--- src/sv/bsp_pkg.sv ---
package bsp_pkg;

   // Framing and CRC constants of the configuration stream.
   localparam logic [31:0] SYNC_WORD = 32'h7EAA997E;
   localparam logic [15:0] CRC_POLY  = 16'h1021;
   localparam logic [15:0] CRC_TOP   = 16'h8000;
   localparam logic [15:0] CRC_INIT  = 16'hFFFF;
   localparam logic [3:0]  NIBBLE    = 4'hF;

   // Request command codes.
   localparam logic [1:0] CMD_DATA    = 2'd0;
   localparam logic [1:0] CMD_END     = 2'd1;
   localparam logic [1:0] CMD_RESTART = 2'd2;
   localparam logic [1:0] CMD_UNUSED  = 2'd3;

   // Stream opcodes (high nibble of a command byte).
   localparam logic [3:0] OP_CTRL      = 4'd0;
   localparam logic [3:0] OP_PASS1     = 4'd1;
   localparam logic [3:0] OP_CRC_CHECK = 4'd2;
   localparam logic [3:0] OP_PASS5     = 4'd5;
   localparam logic [3:0] OP_WIDTH     = 4'd6;
   localparam logic [3:0] OP_HEIGHT    = 4'd7;
   localparam logic [3:0] OP_PASS8     = 4'd8;
   localparam logic [3:0] OP_PASS9     = 4'd9;

   // Arguments of the control opcode.
   localparam logic [31:0] CTL_CRAM      = 32'd1;
   localparam logic [31:0] CTL_BRAM      = 32'd3;
   localparam logic [31:0] CTL_CRC_RESET = 32'd5;
   localparam logic [31:0] CTL_WAKEUP    = 32'd6;

   // Reported status codes.
   localparam logic [3:0] ST_SEEK        = 4'd0;
   localparam logic [3:0] ST_PARSE       = 4'd1;
   localparam logic [3:0] ST_DONE        = 4'd2;
   localparam logic [3:0] ST_ERR_OPCODE  = 4'd3;
   localparam logic [3:0] ST_ERR_ARG     = 4'd4;
   localparam logic [3:0] ST_ERR_CRC     = 4'd5;
   localparam logic [3:0] ST_ERR_TRAILER = 4'd6;
   localparam logic [3:0] ST_ERR_WAKEUP  = 4'd7;
   localparam logic [3:0] ST_ERR_TRUNC   = 4'd8;

   // Register word index of the configuration port.
   localparam logic REG_FORWARD_ENABLE = 1'b0;

   // Parser phases, one-hot.
   typedef enum logic [13:0] {
      PH_SEEK        = 14'h0001,
      PH_CMD         = 14'h0002,
      PH_DONE        = 14'h0004,
      PH_ERR_OPCODE  = 14'h0008,
      PH_ERR_ARG     = 14'h0010,
      PH_ERR_CRC     = 14'h0020,
      PH_ERR_TRAILER = 14'h0040,
      PH_ERR_WAKEUP  = 14'h0080,
      PH_ERR_TRUNC   = 14'h0100,
      PH_ARGS        = 14'h0200,
      PH_DATA        = 14'h0400,
      PH_TRAIL1      = 14'h0800,
      PH_TRAIL2      = 14'h1000,
      PH_PAD         = 14'h2000
   } phase_type;

   // One result word of the parser.
   typedef struct packed {
      logic        send_valid;
      logic [7:0]  send_byte;
      logic [3:0]  status;
      logic [15:0] checksum;
   } result_type;

   // One CRC-16-CCITT step over a byte, MSB first.
   function automatic logic [15:0] crc_step(input logic [15:0] crc, input logic [7:0] b);
      logic [15:0] c;
      logic [15:0] v;
      c = crc;
      v = {b, 8'h00};
      for (int i = 0; i < 8; i++) begin
         c = ((c ^ v) & CRC_TOP) != 16'h0000 ? ((c << 1) ^ CRC_POLY) : (c << 1);
         v = v << 1;
      end
      return c;
   endfunction

   // Done and error phases ignore data until restart.
   function automatic logic phase_is_terminal(input phase_type ph);
      logic t;
      unique case (ph)
         PH_DONE, PH_ERR_OPCODE, PH_ERR_ARG, PH_ERR_CRC,
         PH_ERR_TRAILER, PH_ERR_WAKEUP, PH_ERR_TRUNC: t = 1'b1;
         default: t = 1'b0;
      endcase
      return t;
   endfunction

   // Status shown for a phase; the inner parsing phases all report parsing.
   function automatic logic [3:0] phase_status(input phase_type ph);
      logic [3:0] s;
      unique case (ph)
         PH_SEEK:        s = ST_SEEK;
         PH_DONE:        s = ST_DONE;
         PH_ERR_OPCODE:  s = ST_ERR_OPCODE;
         PH_ERR_ARG:     s = ST_ERR_ARG;
         PH_ERR_CRC:     s = ST_ERR_CRC;
         PH_ERR_TRAILER: s = ST_ERR_TRAILER;
         PH_ERR_WAKEUP:  s = ST_ERR_WAKEUP;
         PH_ERR_TRUNC:   s = ST_ERR_TRUNC;
         default:        s = ST_PARSE;
      endcase
      return s;
   endfunction

endpackage

--- src/sv/fpga_bitstream_parser.sv ---
// An accepted request word passes the input register, then the response
// register. Throughput: one word per cycle unless a held response word
// stalls the request side; the CRC step and the command decode finish in
// the single logic stage between the two registers.
// Reset is synchronous and active high: the parser returns to sync hunting
// with the CRC at all ones, and forwarding is enabled.
module fpga_bitstream_parser
   import bsp_pkg::*;
(
   input  logic        clock,
   input  logic        reset,
   input  logic        req_valid,
   output logic        req_stall,
   input  logic [1:0]  req_cmd,
   input  logic [7:0]  req_data_byte,
   output logic        rsp_valid,
   input  logic        rsp_stall,
   output logic        rsp_send_valid,
   output logic [7:0]  rsp_send_byte,
   output logic [3:0]  rsp_status,
   output logic [15:0] rsp_checksum,
   input  logic        csr_psel,
   input  logic        csr_penable,
   input  logic        csr_pwrite,
   input  logic [2:0]  csr_paddr,
   input  logic [31:0] csr_pwdata,
   output logic [31:0] csr_prdata,
   output logic        csr_pready
);

   logic       in_valid_ff;
   logic [1:0] in_cmd_ff;
   logic [7:0] in_byte_ff;
   logic       rsp_valid_ff;
   result_type result_ff;
   result_type result;
   logic       out_free;
   logic       fire;
   logic       forward_enable;

   // The response register frees up when empty or when its word is taken.
   assign out_free  = !rsp_valid_ff || !rsp_stall;
   assign fire      = in_valid_ff && out_free;
   assign req_stall = in_valid_ff && !out_free;

   // Input register.
   always_ff @(posedge clock) begin
      if (reset) begin
         in_valid_ff <= 1'b0;
      end else if (!req_stall) begin
         in_valid_ff <= req_valid;
      end
   end

   // The idle command keeps the decoder on a known value before the first word.
   always_ff @(posedge clock) begin
      if (reset) begin
         in_cmd_ff  <= CMD_UNUSED;
         in_byte_ff <= 8'd0;
      end else if (req_valid && !req_stall) begin
         in_cmd_ff  <= req_cmd;
         in_byte_ff <= req_data_byte;
      end
   end

   bsp_csr u_csr (
      .clock          (clock),
      .reset          (reset),
      .csr_psel       (csr_psel),
      .csr_penable    (csr_penable),
      .csr_pwrite     (csr_pwrite),
      .csr_paddr      (csr_paddr),
      .csr_pwdata     (csr_pwdata),
      .csr_prdata     (csr_prdata),
      .csr_pready     (csr_pready),
      .forward_enable (forward_enable)
   );

   bsp_parser u_parser (
      .clock          (clock),
      .reset          (reset),
      .fire           (fire),
      .cmd            (in_cmd_ff),
      .data_byte      (in_byte_ff),
      .forward_enable (forward_enable),
      .result         (result)
   );

   // Response register.
   always_ff @(posedge clock) begin
      if (reset) begin
         rsp_valid_ff <= 1'b0;
      end else if (out_free) begin
         rsp_valid_ff <= fire;
      end
   end

   always_ff @(posedge clock) begin
      if (fire) begin
         result_ff <= result;
      end
   end

   assign rsp_valid      = rsp_valid_ff;
   assign rsp_send_valid = result_ff.send_valid;
   assign rsp_send_byte  = result_ff.send_byte;
   assign rsp_status     = result_ff.status;
   assign rsp_checksum   = result_ff.checksum;

   // The request side stalls only behind a held response word.
   assert property (@(posedge clock) disable iff (reset)
      req_stall |-> (rsp_valid && rsp_stall))
      else $error("request stalled without a held response word");

   // A processed word always shows up in the response register.
   assert property (@(posedge clock) disable iff (reset)
      fire |=> rsp_valid)
      else $error("processed word lost before the response register");

   // A word waiting in the input register is not dropped.
   assert property (@(posedge clock) disable iff (reset)
      (in_valid_ff && !fire) |=> in_valid_ff)
      else $error("pending input word dropped");

endmodule

--- src/sv/bsp_csr.sv ---
module bsp_csr
   import bsp_pkg::*;
(
   input  logic        clock,
   input  logic        reset,
   input  logic        csr_psel,
   input  logic        csr_penable,
   input  logic        csr_pwrite,
   input  logic [2:0]  csr_paddr,
   input  logic [31:0] csr_pwdata,
   output logic [31:0] csr_prdata,
   output logic        csr_pready,
   output logic        forward_enable
);

   logic forward_enable_ff;
   logic forward_enable_in;
   logic write_hit;

   // A write lands in the access phase; words zero to three all hold the register.
   assign csr_pready = 1'b1;
   assign write_hit  = csr_psel && csr_penable && csr_pwrite && csr_pready
                       && (csr_paddr[2] == REG_FORWARD_ENABLE);

   always_comb begin
      forward_enable_in = forward_enable_ff;
      if (write_hit) begin
         forward_enable_in = csr_pwdata[0];
      end
   end

   always_ff @(posedge clock) begin
      if (reset) begin
         forward_enable_ff <= 1'b1;
      end else begin
         forward_enable_ff <= forward_enable_in;
      end
   end

   // Read data returns the register, zero elsewhere.
   assign csr_prdata = (csr_paddr[2] == REG_FORWARD_ENABLE) ?
                       {31'b0, forward_enable_ff} : 32'b0;
   assign forward_enable = forward_enable_ff;

endmodule

--- src/sv/bsp_parser.sv ---
module bsp_parser
   import bsp_pkg::*;
(
   input  logic       clock,
   input  logic       reset,
   input  logic       fire,
   input  logic [1:0] cmd,
   input  logic [7:0] data_byte,
   input  logic       forward_enable,
   output result_type result
);

   phase_type   phase_ff, phase_in;
   logic [31:0] sync_ff, sync_in;
   logic [15:0] crc_ff, crc_in;
   logic [3:0]  opcode_ff, opcode_in;
   logic [3:0]  arg_left_ff, arg_left_in;
   logic [31:0] argument_ff, argument_in;
   logic [31:0] width_ff, width_in;
   logic [31:0] height_ff, height_in;
   logic [31:0] data_left_ff, data_left_in;
   logic        last_check_ff, last_check_in;
   logic [31:0] product_ff;
   logic        terminal;
   logic        send;
   logic        exec;

   assign terminal = phase_is_terminal(phase_ff);

   // Next state for one word.
   always_comb begin
      phase_in      = phase_ff;
      sync_in       = sync_ff;
      crc_in        = crc_ff;
      opcode_in     = opcode_ff;
      arg_left_in   = arg_left_ff;
      argument_in   = argument_ff;
      width_in      = width_ff;
      height_in     = height_ff;
      data_left_in  = data_left_ff;
      last_check_in = last_check_ff;
      send          = 1'b0;
      exec          = 1'b0;
      unique case (cmd)
         CMD_DATA: begin
            if (!terminal) begin
               crc_in = crc_step(crc_ff, data_byte);
               send   = forward_enable;
               unique case (phase_ff)
                  PH_SEEK: begin
                     sync_in = {sync_ff[23:0], data_byte};
                     if (sync_in == SYNC_WORD) begin
                        phase_in = PH_CMD;
                     end
                  end
                  PH_CMD: begin
                     opcode_in   = data_byte[7:4];
                     arg_left_in = data_byte[3:0] & NIBBLE;
                     argument_in = 32'd0;
                     if (arg_left_in == 4'd0) begin
                        exec = 1'b1;
                     end else begin
                        phase_in = PH_ARGS;
                     end
                  end
                  PH_ARGS: begin
                     argument_in = {argument_ff[23:0], data_byte};
                     arg_left_in = arg_left_ff - 4'd1;
                     if (arg_left_in == 4'd0) begin
                        exec = 1'b1;
                     end
                  end
                  PH_DATA: begin
                     data_left_in = data_left_ff - 32'd1;
                     if (data_left_in == 32'd0) begin
                        phase_in = PH_TRAIL1;
                     end
                  end
                  PH_TRAIL1: begin
                     phase_in = (data_byte == 8'd0) ? PH_TRAIL2 : PH_ERR_TRAILER;
                  end
                  PH_TRAIL2: begin
                     phase_in = (data_byte == 8'd0) ? PH_CMD : PH_ERR_TRAILER;
                  end
                  PH_PAD: begin
                     phase_in = PH_DONE;
                  end
                  default: begin
                  end
               endcase

               // Execute a command once its last argument byte is in, or at once if it has none.
               if (exec) begin
                  phase_in = PH_CMD;
                  unique case (opcode_in)
                     OP_PASS1, OP_PASS5, OP_PASS8, OP_PASS9: begin
                     end
                     OP_CRC_CHECK: begin
                        if (crc_in != 16'd0) begin
                           phase_in = PH_ERR_CRC;
                        end
                     end
                     OP_WIDTH: begin
                        width_in = argument_in + 32'd1;
                     end
                     OP_HEIGHT: begin
                        height_in = argument_in;
                     end
                     OP_CTRL: begin
                        priority if (argument_in == CTL_CRAM || argument_in == CTL_BRAM) begin
                           data_left_in = product_ff >> 3;
                           phase_in = (data_left_in != 32'd0) ? PH_DATA : PH_TRAIL1;
                        end else if (argument_in == CTL_CRC_RESET) begin
                           crc_in = CRC_INIT;
                        end else if (argument_in == CTL_WAKEUP) begin
                           phase_in = last_check_ff ? PH_PAD : PH_ERR_WAKEUP;
                        end else begin
                           phase_in = PH_ERR_ARG;
                        end
                     end
                     default: begin
                        phase_in = PH_ERR_OPCODE;
                     end
                  endcase
                  last_check_in = (opcode_in == OP_CRC_CHECK);
               end
            end
         end
         CMD_END: begin
            priority if (phase_ff == PH_PAD) begin
               phase_in = PH_DONE;
            end else if (!terminal) begin
               phase_in = PH_ERR_TRUNC;
            end
         end
         CMD_RESTART: begin
            phase_in      = PH_SEEK;
            sync_in       = 32'd0;
            crc_in        = CRC_INIT;
            opcode_in     = 4'd0;
            arg_left_in   = 4'd0;
            argument_in   = 32'd0;
            width_in      = 32'd0;
            height_in     = 32'd0;
            data_left_in  = 32'd0;
            last_check_in = 1'b0;
         end
         CMD_UNUSED: begin
         end
      endcase
   end

   // Parser state advances once per processed word.
   always_ff @(posedge clock) begin
      if (reset) begin
         phase_ff      <= PH_SEEK;
         sync_ff       <= 32'd0;
         crc_ff        <= CRC_INIT;
         opcode_ff     <= 4'd0;
         arg_left_ff   <= 4'd0;
         argument_ff   <= 32'd0;
         width_ff      <= 32'd0;
         height_ff     <= 32'd0;
         data_left_ff  <= 32'd0;
         last_check_ff <= 1'b0;
      end else if (fire) begin
         phase_ff      <= phase_in;
         sync_ff       <= sync_in;
         crc_ff        <= crc_in;
         opcode_ff     <= opcode_in;
         arg_left_ff   <= arg_left_in;
         argument_ff   <= argument_in;
         width_ff      <= width_in;
         height_ff     <= height_in;
         data_left_ff  <= data_left_in;
         last_check_ff <= last_check_in;
      end
   end

   // Section size is registered; a data command is at least two words after
   // the last width or height update, so the product is always settled.
   always_ff @(posedge clock) begin
      product_ff <= 32'(height_ff * width_ff);
   end

   assign result.send_valid = send;
   assign result.send_byte  = send ? data_byte : 8'd0;
   assign result.status     = phase_status(phase_in);
   assign result.checksum   = crc_in;

endmodule
--- config.mk ---
export PLATFORM = sky130hd
export DESIGN_NAME = fpga_bitstream_parser
export DESIGN_NICKNAME = d
export VERILOG_FILES = /design/src/sv/bsp_pkg.sv /design/src/sv/fpga_bitstream_parser.sv /design/src/sv/bsp_csr.sv /design/src/sv/bsp_parser.sv
export SDC_FILE = /design/constraint.sdc
export NUM_CORES = 2
export LEC_CHECK = 0
export BUFFER_PORTS_ARGS = -buffer_cell sky130_fd_sc_hd__buf_2
export CAP_MARGIN = 30
export CORE_ASPECT_RATIO = 0.5
export CORE_UTILIZATION = 60
export CTS_CLUSTER_SIZE = 8
export DETAILED_ROUTE_END_ITERATION = 10
export GPL_TIMING_DRIVEN = 0
export PLACE_DENSITY = 0.78
export RECOVER_POWER = 100
export SETUP_SLACK_MARGIN = 0.15
export SLEW_MARGIN = 20
export SYNTH_ARGS = -nofsm -noshare
export SYNTH_HDL_FRONTEND = slang
export SYNTH_SLANG_ARGS = --single-unit
--- constraint.sdc ---
create_clock -name clock -period 9.85 [get_ports clock]
set_input_delay 1.97 -clock clock [delete_from_list [all_inputs] [get_ports clock]]
set_output_delay 1.97 -clock clock [all_outputs]
set_load 0.05 [all_outputs]
==> metrics.csv <==
metric;value;unit
period_share;94.1;%
cap_viol_max_count;1;
dpl.hpwl;75.6;mm
cts_made_buffers;38;
synth-edff-count;29;
start_util;61.7;%
gp_congestion;1.05;
grt_pass1_vias;25700;
drtIter0Drc;2838;
p_sw;0.685;mW
power_frac_seq;43.4;%
ys.flop_type;dfxtp_1;
top_usage_layer;met2;
hold_viol;0;
pwr-share-clk;45.9;%
p_int;1.88;mW
tightest_slew;1800;ps
synth.distinct_cells;80;
row_count;56;
ys_seq_area_share;18.9;%
ys_ff_latch;262;
max-slew-margin-rel;-21.1;%
port_buffers;49;
root_buffer;clkbuf_16;
grt_usage;40.0;%
clockBufferDepth;3;
rsz0062_at_grt;false;
cp-start-kind;flop;
critPathKind;reg -> reg;
syn_to_final_growth;7.22;%
synthArstFlopShare;0;%
grt_overflow;0;
vias;25900;
status;finished, violations left;
worstHoldPathType;reg -> reg;
routed_via_density;6.09;
die_h;158;um
leakagePower;13.8;nW
final_antenna_net_count;0;
grt_max_degree;28;
post_cts_buffers;0;
setup_viol;0;
final_util;66.1;%
power.density;81.5;nW/um2
violations;max-capacitance violations, max-slew violations;
hold_depth;1;
finalClockSkew;20.8;ps
dieWidth;315;um
required;10230;ps
grt_pass1_wl;150;mm
fin_nets;4180;
postCtsHoldBufs;0;
max_freq;108;MHz
setup_tns;0;ps
peakVddDrop;159;uV
netSwitchingFraction;26.7;%
syn_area;29300;um2
drive_gt1_share;3.44;%
mostFrequentLayoutCells;nand2_1 (485), inv_1 (449), fa_1 (408);
cts_tree;yes;
slew_violations;6;
antenna_found_initial;2;
final_common_cell;nand2_1;
synthCells;3469;
drc;0;
postPlaceCellArea;30500;um2
clock-sinks;262;
routed_wl;97.6;mm
period_needed;9270;ps
syn_avg_cell_area;8.45;um2
fin_area;31400;um2
htreeDepth;2;
drt_first_pass_iters;8;
core_area;47500;um2
post_cts_resized;0;
use_met1;53.8;%
ys_warn_count;0;
path_clk_slew;50;ps
cp-end-kind;flop;
dieArea;49800;um2
clock_latency;530;ps
routedWlPerCell;23.0;um
power;2.56;mW
crit_arrival;9660;ps
met2_usage;60.6;%
pwr-share-comb;10.7;%
path_max_fanout;10;
io_pins;116;
reg2regPathDepth;26;
met3_usage;10.4;%
layer usage:
metal / vias to the layer above / wire length (um)
li1: 11300 / -
met1: 12700 / 39600
met2: 1564 / 41000
met3: 307 / 11900
met4: 4 / 4980
met5: - / 57
flip-flops by register name (all words and copies together) (netlist names), 2 cells and up:
name / flops
u_parser.data_left_ff: 32
u_parser.product_ff: 29
u_parser.phase_ff: 14
u_parser.width_ff: 32
in_byte_ff: 8
u_parser.sync_ff: 24
u_parser.argument_ff: 32
u_parser.crc_ff: 16
rsp_status: 4
u_parser.arg_left_ff: 4
rsp_checksum: 16
u_parser.height_ff: 32
u_parser.opcode_ff: 4
rsp_send_byte: 8
in_cmd_ff: 2
cell usage after synthesis, types with 8 or more instances:
master     number  area share [%]
or2_2          13            0.28
fa_1          408              28
a31oi_1         9            0.19
dfxtp_1       233              16
nand4b_1        9            0.27
or4_1          13            0.33
nor2_1        236             3.0
and2_1        256             5.5
inv_1         449             5.8
nor4bb_1        8            0.27
a21boi_0        9            0.23
nand4_1        15            0.32
nand2b_1       15            0.32
or3_1          12            0.26
nand3b_1       10            0.26
nand3_1        50            0.85
o21ai_0       101             1.7
and3_1         18            0.38
nand2_1       485             6.2
a22o_1         13            0.39
a211o_1        20            0.60
ha_1          128             5.5
xor2_1         54             1.6
nor4_1         41            0.88
nor2b_1        14            0.30
a2111oi_0       9            0.27
o211ai_1        8            0.20
a21o_1         13            0.33
buf_4          32            0.82
clkbuf_1      199             2.5
o21a_1         10            0.26
edfxtp_1       29             3.0
buf_1           8            0.10
a22oi_1        55             1.4
nor3_1         63             1.1
xnor2_1       111             3.3
mux2i_1        42             1.4
o22ai_1        15            0.32
a21oi_1       152             2.6
worst paths after layout:
kind / from / endpoint / slack (ps)
max reg2reg: u_parser.height_ff[3] / u_parser.product_ff[31] / 580
min reg2reg: u_csr.forward_enable / u_csr.forward_enable / 470
max: u_parser.height_ff[3] / u_parser.product_ff[31] / 580
min: u_csr.forward_enable / u_csr.forward_enable / 470
final cells by class:
class	instances	area, um2
fill	4107	16100
clock buffer	49	1000
buffer	250	1090
clock inverter	3	33.8
multi-input combinational	2538	21000
inverter	449	1690
sequential	262	5540
antenna	1	2.50
timing repair buffer	53	229
tap	638	798
logic make-up after synthesis:
family          after synthesis  synth area share [%]
buf+inv                     699                  9.50
other cells                   2                0.0256
mux                          44                  1.51
xor+xnor                    165                  4.93
flops                       262                  18.9
compound gates              467                  10.1
simple gates               1294                  21.7
fa+ha+maj                   536                  33.3
power groups by stage:
stage / registers [mW] / clock network [mW] / logic (mW)
6_report: 1.11 / 1.17 / 0.274
5_1_grt: 1.11 / 1.23 / 0.290
4_1_cts: 1.11 / 1.17 / 0.271
3_5_place_dp: 1.13 / 0 / 0.269
3_3_place_gp: 1.13 / 0 / 0.266
2_1_floorplan: 1.15 / 0 / 0.172
worst max-delay path, cell delays in order (launching register included):
cell       delay, ps
dfxtp_1          380
clkbuf_1         370
clkbuf_1         670
clkbuf_1         760
nand2_1          180
fa_1             410
inv_1             80
fa_1             170
inv_1             50
fa_1             480
fa_1             540
inv_1             50
ha_1             260
ha_1             270
inv_1             40
fa_1             470
inv_1             50
fa_1             440
ha_1             230
o41ai_1          600
a311oi_1         430
a31oi_1          400
o21ai_0          190
o41ai_1          540
o2111ai_1        370
a21oi_1          420
xnor2_1          250
per-stage QoR:
step	setup slack (ps)	cells	hold slack (ps)
global placement	795	4186	443
floorplan	2840	3499	425
global route	348	4242	478
finish	577	4243	466
detailed placement	913	4188	450
CTS	843	4240	461
(Power assumes the default switching activity.)
